[config.mk]
export PLATFORM = sky130hd
export DESIGN_NAME = cab_indicator_lamp_sequencer_unit
export DESIGN_NICKNAME = d
export VERILOG_FILES = /design/src/rtl/cils_pkg.sv /design/src/rtl/cab_indicator_lamp_sequencer_unit.sv
export SDC_FILE = /design/constraint.sdc
export NUM_CORES = 1
export LEC_CHECK = 0
export ABC_AREA = 1
export BUFFER_PORTS_ARGS = -buffer_cell sky130_fd_sc_hd__buf_2
export CELL_PAD_IN_SITES_DETAIL_PLACEMENT = 1
export CELL_PAD_IN_SITES_GLOBAL_PLACEMENT = 1
export CORE_AREA = 2 2 255 182
export CTS_BUF_LIST = sky130_fd_sc_hd__clkbuf_4 sky130_fd_sc_hd__clkbuf_8
export CTS_CLUSTER_SIZE = 8
export DETAILED_ROUTE_END_ITERATION = 16
export DIE_AREA = 0 0 257 184
export GPL_TIMING_DRIVEN = 0
export PLACE_DENSITY_LB_ADDON = 0.1
export SYNTH_ARGS = -nofsm -noshare
export SYNTH_HDL_FRONTEND = slang
export SYNTH_SLANG_ARGS = --single-unit
[constraint.sdc]
create_clock -name clk -period 3.44 [get_ports clk]
set_clock_uncertainty 0.05 [all_clocks]
set_input_delay 0 -clock clk [delete_from_list [all_inputs] [get_ports clk]]
set_output_delay 0 -clock clk [all_outputs]
set_load 0.02 [all_outputs]
[src/rtl/cils_pkg.sv]
// Package for the cab indicator lamp sequencer: state codes, lamp patterns and field widths.
package cils_pkg;

	localparam int unsigned TimeW  = 32;
	localparam int unsigned DelayW = 16;
	localparam int unsigned LampW  = 9;
	localparam int unsigned StateW = 4;
	localparam int unsigned CfgIdxW = 3;
	localparam int unsigned InDataW  = 40;
	localparam int unsigned OutDataW = 16;

	typedef enum logic [StateW-1:0] {
		ST_OFF       = 4'd0,
		ST_POWER_ON  = 4'd1,
		ST_FLASH     = 4'd2,
		ST_POWERED   = 4'd3,
		ST_UNLOCKED  = 4'd4,
		ST_BRK_CLOSE = 4'd5,
		ST_LOCKING   = 4'd6,
		ST_BRK_DELAY = 4'd7,
		ST_LOCKED    = 4'd8
	} seq_state_t;

	typedef enum logic [CfgIdxW-1:0] {
		REG_POWER_LAMP_DELAY = 3'd0,
		REG_POWER_FLASH      = 3'd1,
		REG_LOCKING          = 3'd2,
		REG_BRK_LAMP_DELAY   = 3'd3,
		REG_ALARM_BLINK      = 3'd4
	} cfg_reg_t;

	localparam logic [DelayW-1:0] PowerLampDelayRst = 16'd2000;
	localparam logic [DelayW-1:0] PowerFlashRst     = 16'd200;
	localparam logic [DelayW-1:0] LockingRst        = 16'd1000;
	localparam logic [DelayW-1:0] BrkLampDelayRst   = 16'd200;
	localparam logic [DelayW-1:0] AlarmBlinkRst     = 16'd200;

	localparam logic [LampW-1:0] LampsNone       = 9'b000000000;
	localparam logic [LampW-1:0] LampsAll        = 9'b111111111;
	localparam logic [LampW-1:0] LampsBreaker    = 9'b000000001;
	localparam logic [LampW-1:0] LampsPowerFlash = 9'b001000011;
	localparam logic [LampW-1:0] LampsPowered    = 9'b000000011;
	localparam logic [LampW-1:0] LampsBrkClosed  = 9'b000101011;
	localparam logic [LampW-1:0] LampsLocked     = 9'b000000010;

	localparam int unsigned BitLine     = 1;
	localparam int unsigned BitSeries   = 2;
	localparam int unsigned BitParallel = 4;
	localparam int unsigned BitAlarm    = 8;

	localparam logic [1:0] CouplingSeries   = 2'd0;
	localparam logic [1:0] CouplingParallel = 2'd1;

	typedef struct packed {
		logic       blink_request;
		logic [1:0] coupling_mode;
		logic       variator_active;
		logic       breaker_lock_request;
		logic       breaker_closed;
		logic       cab_unlocked;
		logic       main_switch_closed;
		logic [TimeW-1:0] now_ms;
	} eval_item_t;

	typedef struct packed {
		logic [1:0]        pad;
		logic [StateW-1:0] sequence_state;
		logic              blink_pending;
		logic [LampW-1:0]  lamp_mask;
	} lamp_result_t;

	// modular elapsed-time test: (now - start) mod 2^32 strictly above wait
	function automatic logic elapsed(input logic [TimeW-1:0] now, input logic [TimeW-1:0] start,
			input logic [DelayW-1:0] wait_ms);
		logic [TimeW-1:0] diff;
		diff = now - start;
		return diff > {{(TimeW-DelayW){1'b0}}, wait_ms};
	endfunction

endpackage

[src/rtl/cab_indicator_lamp_sequencer_unit.sv]
// Cab indicator lamp sequencer: input register, one-step state update, result register.
//
// Usage:
//   s_axis carries one evaluation per transfer: a millisecond time stamp plus the
//   switch, breaker, variator, coupling and blink request bits. For every input
//   transfer exactly one result leaves on m_axis: the 9-bit lamp mask, the pending
//   blink flag and the sequencer state code after that evaluation.
//   cfg_* writes the five 16-bit delay registers (index 0..4, others ignored); it is
//   always ready and should only be used while no evaluation is in flight.
// Path: an input transfer goes through the input register, then the sequencer step
//   into the result register, before it shows on m_axis.
// Throughput: one evaluation per cycle unless m_axis stalls. The step is a single
//   32-bit subtract and compare plus lamp selection, so state is updated back to back.
// Stall: when m_axis is held off, the result register holds, the staged input
//   waits, and s_tready drops only once both are full; no transfer is lost.
// Reset (arst_n low): sequencer in the off state, all lamps off, time marks and
//   blink latch cleared, delay registers back to their defaults, both stages empty.
module cab_indicator_lamp_sequencer_unit
	import cils_pkg::*;
(
	input  logic                 clk,
	input  logic                 arst_n,
	// tdata: now_ms[31:0], main_switch_closed[32], cab_unlocked[33], breaker_closed[34],
	//        breaker_lock_request[35], variator_active[36], coupling_mode[38:37],
	//        blink_request[39]
	input  logic                 s_tvalid,
	output logic                 s_tready,
	input  logic [InDataW-1:0]   s_tdata,
	// tdata: lamp_mask[8:0], blink_pending[9], sequence_state[13:10], zero[15:14]
	output logic                 m_tvalid,
	input  logic                 m_tready,
	output logic [OutDataW-1:0]  m_tdata,
	input  logic                 cfg_valid,
	output logic                 cfg_ready,
	input  logic [CfgIdxW-1:0]   cfg_index,
	input  logic [DelayW-1:0]    cfg_data
);

	// delay registers
	logic [DelayW-1:0] power_lamp_delay_q, power_flash_q, locking_q, brk_lamp_delay_q;
	logic [DelayW-1:0] alarm_blink_q;

	// input stage
	logic       valid_s1;
	eval_item_t item_s1;
	logic       advance;

	// sequencer state
	seq_state_t       mode_q, mode_nx;
	logic [LampW-1:0] lamps_q, lamps_nx;
	logic [TimeW-1:0] phase_start_q, phase_start_nx;
	logic [TimeW-1:0] blink_start_q, blink_start_nx;
	logic             blink_q, blink_nx;

	// result register
	logic         out_valid_q;
	lamp_result_t result_q;

	assign cfg_ready = 1'b1;

	always_ff @(posedge clk or negedge arst_n) begin
		if (!arst_n) begin
			power_lamp_delay_q <= PowerLampDelayRst;
			power_flash_q      <= PowerFlashRst;
			locking_q          <= LockingRst;
			brk_lamp_delay_q   <= BrkLampDelayRst;
			alarm_blink_q      <= AlarmBlinkRst;
		end else if (cfg_valid) begin
			case (cfg_index)
				REG_POWER_LAMP_DELAY: power_lamp_delay_q <= cfg_data;
				REG_POWER_FLASH:      power_flash_q      <= cfg_data;
				REG_LOCKING:          locking_q          <= cfg_data;
				REG_BRK_LAMP_DELAY:   brk_lamp_delay_q   <= cfg_data;
				REG_ALARM_BLINK:      alarm_blink_q      <= cfg_data;
				default: ;
			endcase
		end
	end

	// the staged item moves on whenever the result register is free or being emptied
	assign advance  = valid_s1 && (!out_valid_q || m_tready);
	assign s_tready = !valid_s1 || advance;

	always_ff @(posedge clk or negedge arst_n) begin
		if (!arst_n) begin
			valid_s1 <= 1'b0;
		end else if (s_tready) begin
			valid_s1 <= s_tvalid;
		end
	end

	always_ff @(posedge clk) begin
		if (s_tready && s_tvalid) begin
			item_s1 <= eval_item_t'(s_tdata);
		end
	end

	// next state
	always_comb begin
		mode_nx = mode_q;
		case (mode_q)
			ST_OFF: begin
				if (item_s1.main_switch_closed) mode_nx = ST_POWER_ON;
			end
			ST_POWER_ON: begin
				if (!item_s1.main_switch_closed) mode_nx = ST_OFF;
				else if (elapsed(item_s1.now_ms, phase_start_q, power_lamp_delay_q))
					mode_nx = ST_FLASH;
			end
			ST_FLASH: begin
				if (!item_s1.main_switch_closed) mode_nx = ST_OFF;
				else if (elapsed(item_s1.now_ms, phase_start_q, power_flash_q))
					mode_nx = ST_POWERED;
			end
			ST_POWERED: begin
				if (!item_s1.main_switch_closed) mode_nx = ST_OFF;
				else if (item_s1.cab_unlocked) mode_nx = ST_UNLOCKED;
			end
			ST_UNLOCKED: begin
				if (!item_s1.main_switch_closed) mode_nx = ST_OFF;
				else if (!item_s1.cab_unlocked) mode_nx = ST_POWERED;
				else if (item_s1.breaker_closed) mode_nx = ST_BRK_CLOSE;
			end
			ST_BRK_CLOSE: begin
				if (!item_s1.main_switch_closed) mode_nx = ST_OFF;
				else if (!item_s1.breaker_closed) mode_nx = ST_UNLOCKED;
				else if (item_s1.breaker_lock_request) mode_nx = ST_LOCKING;
			end
			// the locking phases ignore the main switch
			ST_LOCKING: begin
				if (elapsed(item_s1.now_ms, phase_start_q, locking_q)) mode_nx = ST_BRK_DELAY;
			end
			ST_BRK_DELAY: begin
				if (elapsed(item_s1.now_ms, phase_start_q, brk_lamp_delay_q))
					mode_nx = ST_LOCKED;
			end
			ST_LOCKED: begin
				if (!item_s1.main_switch_closed) mode_nx = ST_OFF;
				else if (!item_s1.breaker_closed) mode_nx = ST_UNLOCKED;
			end
			default: mode_nx = ST_OFF;
		endcase
	end

	// lamps, time marks and blink latch
	always_comb begin
		lamps_nx       = lamps_q;
		phase_start_nx = phase_start_q;
		blink_start_nx = blink_start_q;
		blink_nx       = blink_q | item_s1.blink_request;
		case (mode_q)
			ST_OFF: begin
				if (item_s1.main_switch_closed) begin
					lamps_nx       = LampsBreaker;
					phase_start_nx = item_s1.now_ms;
				end
			end
			ST_POWER_ON: begin
				if (!item_s1.main_switch_closed) lamps_nx = LampsNone;
				else if (elapsed(item_s1.now_ms, phase_start_q, power_lamp_delay_q)) begin
					lamps_nx       = LampsPowerFlash;
					phase_start_nx = item_s1.now_ms;
				end
			end
			ST_FLASH: begin
				if (!item_s1.main_switch_closed) lamps_nx = LampsNone;
				else if (elapsed(item_s1.now_ms, phase_start_q, power_flash_q))
					lamps_nx = LampsPowered;
			end
			ST_POWERED: begin
				if (!item_s1.main_switch_closed) lamps_nx = LampsNone;
				else if (item_s1.cab_unlocked) lamps_nx = LampsAll;
			end
			ST_UNLOCKED: begin
				if (!item_s1.main_switch_closed) lamps_nx = LampsNone;
				else if (!item_s1.cab_unlocked) lamps_nx = LampsPowered;
				else if (item_s1.breaker_closed) lamps_nx = LampsBrkClosed;
			end
			ST_BRK_CLOSE: begin
				if (!item_s1.main_switch_closed) lamps_nx = LampsNone;
				else if (!item_s1.breaker_closed) lamps_nx = LampsAll;
				else if (item_s1.breaker_lock_request) phase_start_nx = item_s1.now_ms;
			end
			ST_LOCKING: begin
				if (elapsed(item_s1.now_ms, phase_start_q, locking_q)) begin
					lamps_nx       = LampsPowered;
					phase_start_nx = item_s1.now_ms;
				end
			end
			ST_BRK_DELAY: begin
				if (elapsed(item_s1.now_ms, phase_start_q, brk_lamp_delay_q))
					lamps_nx = LampsLocked;
			end
			ST_LOCKED: begin
				lamps_nx[BitLine]     = !item_s1.variator_active;
				lamps_nx[BitSeries]   = item_s1.variator_active &&
					(item_s1.coupling_mode == CouplingSeries);
				lamps_nx[BitParallel] = item_s1.variator_active &&
					(item_s1.coupling_mode == CouplingParallel);
				if (item_s1.variator_active) begin
					// a pending blink darkens a lit alarm lamp; it relights once the time is up
					if (blink_nx && lamps_q[BitAlarm]) begin
						lamps_nx[BitAlarm] = 1'b0;
						blink_start_nx     = item_s1.now_ms;
					end else if (elapsed(item_s1.now_ms, blink_start_q, alarm_blink_q)) begin
						lamps_nx[BitAlarm] = 1'b1;
						blink_nx           = 1'b0;
					end
				end else begin
					lamps_nx[BitAlarm] = 1'b0;
				end
				if (!item_s1.main_switch_closed) lamps_nx = LampsNone;
				else if (!item_s1.breaker_closed) lamps_nx = LampsAll;
			end
			default: ;
		endcase
	end

	always_ff @(posedge clk or negedge arst_n) begin
		if (!arst_n) begin
			mode_q        <= ST_OFF;
			lamps_q       <= LampsNone;
			phase_start_q <= '0;
			blink_start_q <= '0;
			blink_q       <= 1'b0;
		end else if (advance) begin
			mode_q        <= mode_nx;
			lamps_q       <= lamps_nx;
			phase_start_q <= phase_start_nx;
			blink_start_q <= blink_start_nx;
			blink_q       <= blink_nx;
		end
	end

	always_ff @(posedge clk or negedge arst_n) begin
		if (!arst_n) begin
			out_valid_q <= 1'b0;
		end else if (advance) begin
			out_valid_q <= 1'b1;
		end else if (m_tready) begin
			out_valid_q <= 1'b0;
		end
	end

	always_ff @(posedge clk) begin
		if (advance) begin
			result_q.pad            <= '0;
			result_q.sequence_state <= mode_nx;
			result_q.blink_pending  <= blink_nx;
			result_q.lamp_mask      <= lamps_nx;
		end
	end

	assign m_tvalid = out_valid_q;
	assign m_tdata  = result_q;

`ifndef ASSERT_OFF
	// input side only backs up when both stages are full and the output is held off
	a_stall_cause: assert property (@(posedge clk) disable iff (!arst_n)
		!s_tready |-> (m_tvalid && !m_tready))
		else $error("s_tready low without output stall");

	// in the off state every lamp is dark
	a_off_dark: assert property (@(posedge clk) disable iff (!arst_n)
		(mode_q == ST_OFF) |-> (lamps_q == LampsNone))
		else $error("lamps lit in off state");

	// while locked only line, series, parallel and alarm lamps may be lit
	a_locked_lamps: assert property (@(posedge clk) disable iff (!arst_n)
		(mode_q == ST_LOCKED) |-> ((lamps_q & 9'h0E9) == LampsNone))
		else $error("unexpected lamp in locked state");
`endif

endmodule

Word level (Yosys, flattened, before mapping) --
Cells that the tools add are included.
Word-level totals: register bits after elaboration 214, input bits 64, word-level logic and storage cells 125
Operators by class: add/subtract/negate cells 2, order comparisons 5, eq/ne operators 20, multiplexer cells 52, bitwise operators 1, reductions and logical operators 22
Operators with widths (number):
- two-way mux 32 bit | 7
- greater-than comparator 32 x 16 -> 1 bit | 5
- two-way mux 9 bit | 16
- case mux 32 bit (4 select lines) | 1
- case mux 9 bit (9 select lines) | 1
- two-way mux 4 bit | 17
- subtractor 32 bit | 2
- case mux 4 bit (9 select lines) | 1
- == test 4 x 3 -> 1 bit, second input constant | 4
- != test 2 bit, second input constant | 7
- AND reduction 2 bit | 5
- two-way mux 1 bit | 9
- AND reduction 9 bit | 1
- == test 4 x 2 -> 1 bit, second input constant | 2
- == test 3 x 2 -> 1 bit, second input constant | 2
- logical AND 1 bit | 5
- == test 4 x 1 -> 1 bit, second input constant | 1
- == test 4 bit, second input constant | 1
- zero test 4 bit | 1
- AND reduction 4 bit | 1
- nonzero test 4 bit | 1
- == test 3 x 1 -> 1 bit, second input constant | 1
- == test 3 bit, second input constant | 1
- zero test 1 bit | 3
- 6 further kinds | 7

Logic depth before layout (Yosys ltp) --
word-level depth 8, gate-level depth with buffers 30, mapped depth without buffers 30

Least setup slack after synthesis --
No wires, ideal clock.
path type register to register, from register item_s1[0] (netlist bit), to register result_q (netlist bit m_tdata[7]), data pin, library setup time 269 ps, arrival time 3000 ps, slack 121 ps, cell stages (with the launch flop) 20, buffers on the path 0, clock period less this slack 3319 ps, path through edfxtp_1 -> inv_1 -> ha_1 -> inv_1 -> fa_1 -> nand3_1 -> nand3_1 -> nand3_1 -> nand3_1 -> xor2_1 -> ha_1 -> nand3_1 -> nor3_1 -> o21ai_0 -> o2111ai_1 -> nand2_1 -> nand4_1 -> nand2_1 -> a21oi_1 -> nand3_1
Between the ends: word-level cells in the longest chain between the ends 5, elaborated cells on any way between the ends 12, classes of those cells add/sub: 1; order compare: 4; mux: 7
RTL lines:
- start: declaration | RTL line cab_indicator_lamp_sequencer_unit.sv:45 | eval_item_t item_s1;
- start signal: assignment | RTL line cab_indicator_lamp_sequencer_unit.sv:94 | item_s1 <= eval_item_t'(s_tdata);
- subtractor 32 bit (*) | RTL line cils_pkg.sv:76 | diff = now - start;
- greater-than comparator 32 x 16 -> 1 bit | RTL line cils_pkg.sv:77 | return diff > {{(TimeW-DelayW){1'b0}}, wait_ms};
- two-way mux 9 bit (on tied branches) | RTL line cab_indicator_lamp_sequencer_unit.sv:167, cab_indicator_lamp_sequencer_unit.sv:160
- two-way mux 9 bit (on tied branches) | RTL line cab_indicator_lamp_sequencer_unit.sv:166, cab_indicator_lamp_sequencer_unit.sv:159
- case mux 9 bit (9 select lines) (*) | RTL line cab_indicator_lamp_sequencer_unit.sv:151 | case (mode_q)
- net lamps_nx[7] | RTL line cab_indicator_lamp_sequencer_unit.sv:50 | logic [LampW-1:0] lamps_q, lamps_nx;
- end: declaration | RTL line cab_indicator_lamp_sequencer_unit.sv:57 | lamp_result_t result_q;
Mark *: on every way through the listed nets, which the timed path passes. The rest lies on a longest branch. A chain may end at the register's enable or synchronous reset.

Worst setup path after layout --
from register item_s1[5] (netlist bit), to register result_q (netlist bit m_tdata[8]), data pin
Between the ends: word-level cells in the longest chain between the ends 8, elaborated cells on any way between the ends 19, classes of those cells add/sub: 2; order compare: 5; mux: 12
RTL lines:
- subtractor 32 bit | RTL line cils_pkg.sv:76
- greater-than comparator 32 x 16 -> 1 bit | RTL line cils_pkg.sv:77
- two-way mux 1 bit | RTL line cab_indicator_lamp_sequencer_unit.sv:205 | end else if (elapsed(item_s1.now_ms, blink_start_q, alarm_blink_q)) begin
- two-way mux 1 bit | RTL line cab_indicator_lamp_sequencer_unit.sv:202 | if (blink_nx && lamps_q[BitAlarm]) begin
- two-way mux 1 bit | RTL line cab_indicator_lamp_sequencer_unit.sv:200 | if (item_s1.variator_active) begin
- two-way mux 9 bit | RTL line cab_indicator_lamp_sequencer_unit.sv:213 | else if (!item_s1.breaker_closed) lamps_nx = LampsAll;
- two-way mux 9 bit | RTL line cab_indicator_lamp_sequencer_unit.sv:212 | if (!item_s1.main_switch_closed) lamps_nx = LampsNone;
- case mux 9 bit (9 select lines) (*) | RTL line cab_indicator_lamp_sequencer_unit.sv:151
- net lamps_nx[8] | RTL line cab_indicator_lamp_sequencer_unit.sv:50
Marks and branches as above.

==> flow_summary_export.csv <==
group,metric,value,unit
grt,grt_antenna_before_repair,5,
timing,relSlewSlack,0.4609,
logic_synthesis,yosysUniqueCellTypes,48,
drt,first_pass_iters,5,
layout,nets,2748,
drt,first_iter_violations,833,
layout,design_area,0.02156,mm^2
power_and_ir_drop,power,17.20,mW
status,status,"finished, violations left",
timing,setup_violations,60,
grt,track_usage,0.2431,
clock_tree,cts_tree,"yes",
grt,grt_pass1_wl,89450,um
drt,ant_nets,0,
worst_hold_path,min_path_type,"primary input to flip-flop",
worst_setup_path,crit_start,"item_s1[5]",
timing,rsz0062_at_grt,"yes",
power_and_ir_drop,powerDensity,798.0,mW/mm^2
drt,wirelength,59610,um
timing,fmax,255.0,MHz
placed_design,port_buffers,79,
drt,wl_met1,28570,um
timing,fin_crit_sh,1.140,
die,die_w,257,um
die,num_rows,65,
worst_setup_path,startpoint_type,"flip-flop",
logic_synthesis,synth-async-reset-ratio,0.7477,
die,start_util,0.3474,
placed_design,gp_congestion,0.8667,
timing,whs,49.96,ps
worst_setup_path,cp-endpoint,"m_tdata[8]",
placed_design,place_hpwl,43040,um
timing,layout_min_cycle_time,3922,ps
logic_synthesis,synth-main-ff-cell,"dfrtp_1",
drt,drc,0,
logic_synthesis,yosysSeqAreaShare,0.3643,
worst_setup_path,r2r-start,"item_s1[5]",
die,core,0.04465,mm^2
clock_tree,cts_max_path_buffers,3,
die,fp.dieH,184,um
grt,grt_remaining_overflow,0,
clock_tree,cts.clk_slew.worst_paths,70,ps
clock_tree,htree_levels,2,
worst_setup_path,worst-setup-path-type,"flip-flop to flip-flop",
status,violations,"setup timing",
layout,drive_gt1_frac,0.2381,
worst_setup_path,cp.required,3720,ps
logic_synthesis,syn_area,0.01551,mm^2
timing,postLayoutSetupSlackWorst,-482.3,ps
placed_design,dpl_cell_area,0.01672,mm^2
logic_synthesis,ys_seq_elements,214,
drt,met3WireLength,2879,um
logic_synthesis,yosysWarnings,0,
logic_synthesis,syn_avg_cell_area,6.953,um^2
drt,viasPerCell,4.929,
run,max_cap_viol_count,0,
worst_setup_path,reg2reg_setup_slack,-480,ps
die,dieArea,0.04729,mm^2
grt,grt_pass1_vias,16100,
worst_hold_path,hold_depth,2,
die,pin_count,83,
clock_tree,clock-root-buffer,"clkbuf_8",
drt,dr.max_layer_used,"met4",
power_and_ir_drop,ir_worst_vdd,0.3308,mV
worst_setup_path,rr_worst_depth,24,
worst_setup_path,crit_fanout,4,
timing,finalHoldViolCount,0,
clock_tree,clk_latency,620,ps
logic_synthesis,synth_edf_count,54,
worst_setup_path,setup.worst_path.end_class,"flip-flop",
timing,worst_slew_pin_slew,788.3,ps
drt,via_count,15660,
worst_setup_path,rr_endpoint,"m_tdata[8]",
worst_setup_path,cp.arrival,4200,ps
logic_synthesis,syn_inst,2231,
grt,grt_max_degree,109,
timing,slew_viol_final,0,
layout,area.growth.synth_to_final,38.97,%
drt,wl_per_cell,18.77,um
power_and_ir_drop,p_leak,10.59,nW
drt,routed-wl-met2,27060,um
clock_tree,clock-sinks,214,
clock_tree,cts_made_buffers,39,
-- routing by layer --
layer | GRT usage | vias to the layer above
met4 | 0.06512 | 0
met1 | 0.3411 | 7687
li1 | - | 7630
met5 | 0 | -
met3 | 0.04480 | 70
met2 | 0.3839 | 268
-- worst max-delay path, stage by stage (launching register included) --
cell and delay [ps]:
edfxtp_1 460, buf_6 160, ha_4 310, nand2_4 70, inv_4 80, nand3_4 60
o21ai_4 220, buf_6 130, buf_6 90, nand2_1 50, nand2_2 90, xor2_2 190
ha_1 260, nand2_2 80, o21ai_0 100, a21oi_1 140, nand2_1 80, nand2_2 100
nand3_4 90, nor2_4 120, nand2_2 70, nor2_4 190, nand3_2 110, a21oi_2 160
nand4_1 130
-- worst min path at each step --
stage / startpoint / endpoint / slack [ps]
finish: s_tdata[3] / item_s1[3] / 50
global route: s_tdata[3] / item_s1[3] / 30
CTS: s_tdata[11] / item_s1[11] / 3
detailed placement: arst_n / brk_lamp_delay_q[2] / -90
global placement: s_tdata[14] / item_s1[14] / 130
floorplan: arst_n / alarm_blink_q[0] / -350
-- placed cells by master, fill, tap and decap left out, types with 11 or more instances in the layout --
master,netlist,layout
buf_2,2,80
o21ai_2,0,19
ha_4,0,54
edfxtp_1,54,54
buf_6,3,19
nor3_1,17,11
nor2_1,150,130
nand2_2,1,84
nand4_1,32,32
dfrtp_1,139,139
nand3_2,1,19
nand2_4,0,28
a21oi_2,0,11
buf_4,6,79
clkbuf_1,24,24
dfstp_2,21,21
a21oi_1,99,81
nand2_1,742,630
nand3_1,89,60
clkbuf_8,0,47
nor2_2,5,15
o21ai_1,32,22
nor2_4,1,11
inv_2,3,15
xor2_4,0,15
ha_1,142,84
inv_1,431,417
nand3_4,0,11
o21ai_0,146,135
dlygate4sd3_1,0,79
-- state kept, by name, summed over array words and instances, names as in the netlist --
| name | count |
|---|---|
| alarm_blink_q | 16 |
| m_tvalid | 1 |
| blink_start_q | 32 |
| mode_q | 4 |
| item_s1 | 40 |
| power_flash_q | 16 |
| lamps_q | 9 |
| phase_start_q | 32 |
| m_tdata | 14 |
| valid_s1 | 1 |
| brk_lamp_delay_q | 16 |
| locking_q | 16 |
| blink_q | 1 |
| power_lamp_delay_q | 16 |
-- through the flow --
stage	cells	setup TNS, ps	util	setup slack [ps]
floorplan	2232	0	-	121.1
global placement	2914	-121490	0.3733	-1396
detailed placement	2916	-61010	0.3746	-1518
CTS	3123	-17670	0.4493	-377.1
global route	3173	-34300	0.4827	-696.7
finish	3176	-23860	0.4828	-482.3
-- area by class of cell --
class	instances	area, um^2
Antenna cell	3	7.507
Buffer	35	217.7
Clock buffer	57	721.9
Clock inverter	14	132.6
Fill cell	5460	23090
Inverter	437	1645
Multi-Input combinational cell	1546	10140
Sequential cell	214	5652
Tap cell	603	754.5
Timing Repair Buffer	267	2286
-- cell usage after synthesis, types with 3 or more instances --
library cell | number | area share
nand3b_1 | 6 | 0.0029
a21oi_1 | 99 | 0.032
inv_1 | 431 | 0.10
o21ai_0 | 146 | 0.047
a211oi_1 | 4 | 0.0019
buf_6 | 3 | 0.0022
nand2_1 | 742 | 0.18
nand3_1 | 89 | 0.029
dfrtp_1 | 139 | 0.22
inv_2 | 3 | 0.00073
xor2_1 | 29 | 0.016
o21bai_1 | 8 | 0.0039
and2_1 | 9 | 0.0036
clkbuf_1 | 24 | 0.0058
nand4_1 | 32 | 0.013
nor2_2 | 5 | 0.0020
ha_1 | 142 | 0.11
o21a_1 | 5 | 0.0024
clkinv_1 | 3 | 0.00073
nor2_1 | 150 | 0.036
a21o_1 | 3 | 0.0015
edfxtp_1 | 54 | 0.10
nor3_1 | 17 | 0.0055
o21ai_1 | 32 | 0.010
dfstp_2 | 21 | 0.036
buf_4 | 6 | 0.0029
-- logic make-up after synthesis --
family | share of synthesized area
buffers and inverters | 0.1173
and+or+nand+nor | 0.2766
other | 0.0004841
xor gates and xnor gates | 0.01694
adders and majority gates | 0.1171
AOI/OAI and AO/OA | 0.1073
DFF | 0.3643
-- timing repair --
item / in CTS / in global routing
setup buffers: 55 / 54
setup endpoints to repair: 60 / 60
hold buffers: 80 / 0
pin swaps: 39 / 110
endpoints found under the hold margin: 272 / 0
gates resized for setup: 221 / 230
cloned: 1 / 3
-- where the power goes --
group	total (mW)	leakage (nW)	switching (mW)	internal [mW]
Clock	2.72	0.452	1.20	1.51
Sequential	3.51	2.54	0.368	3.14
Combinational	11.0	7.60	6.33	4.65
No activity file was read; power rests on OpenSTA's default activity.
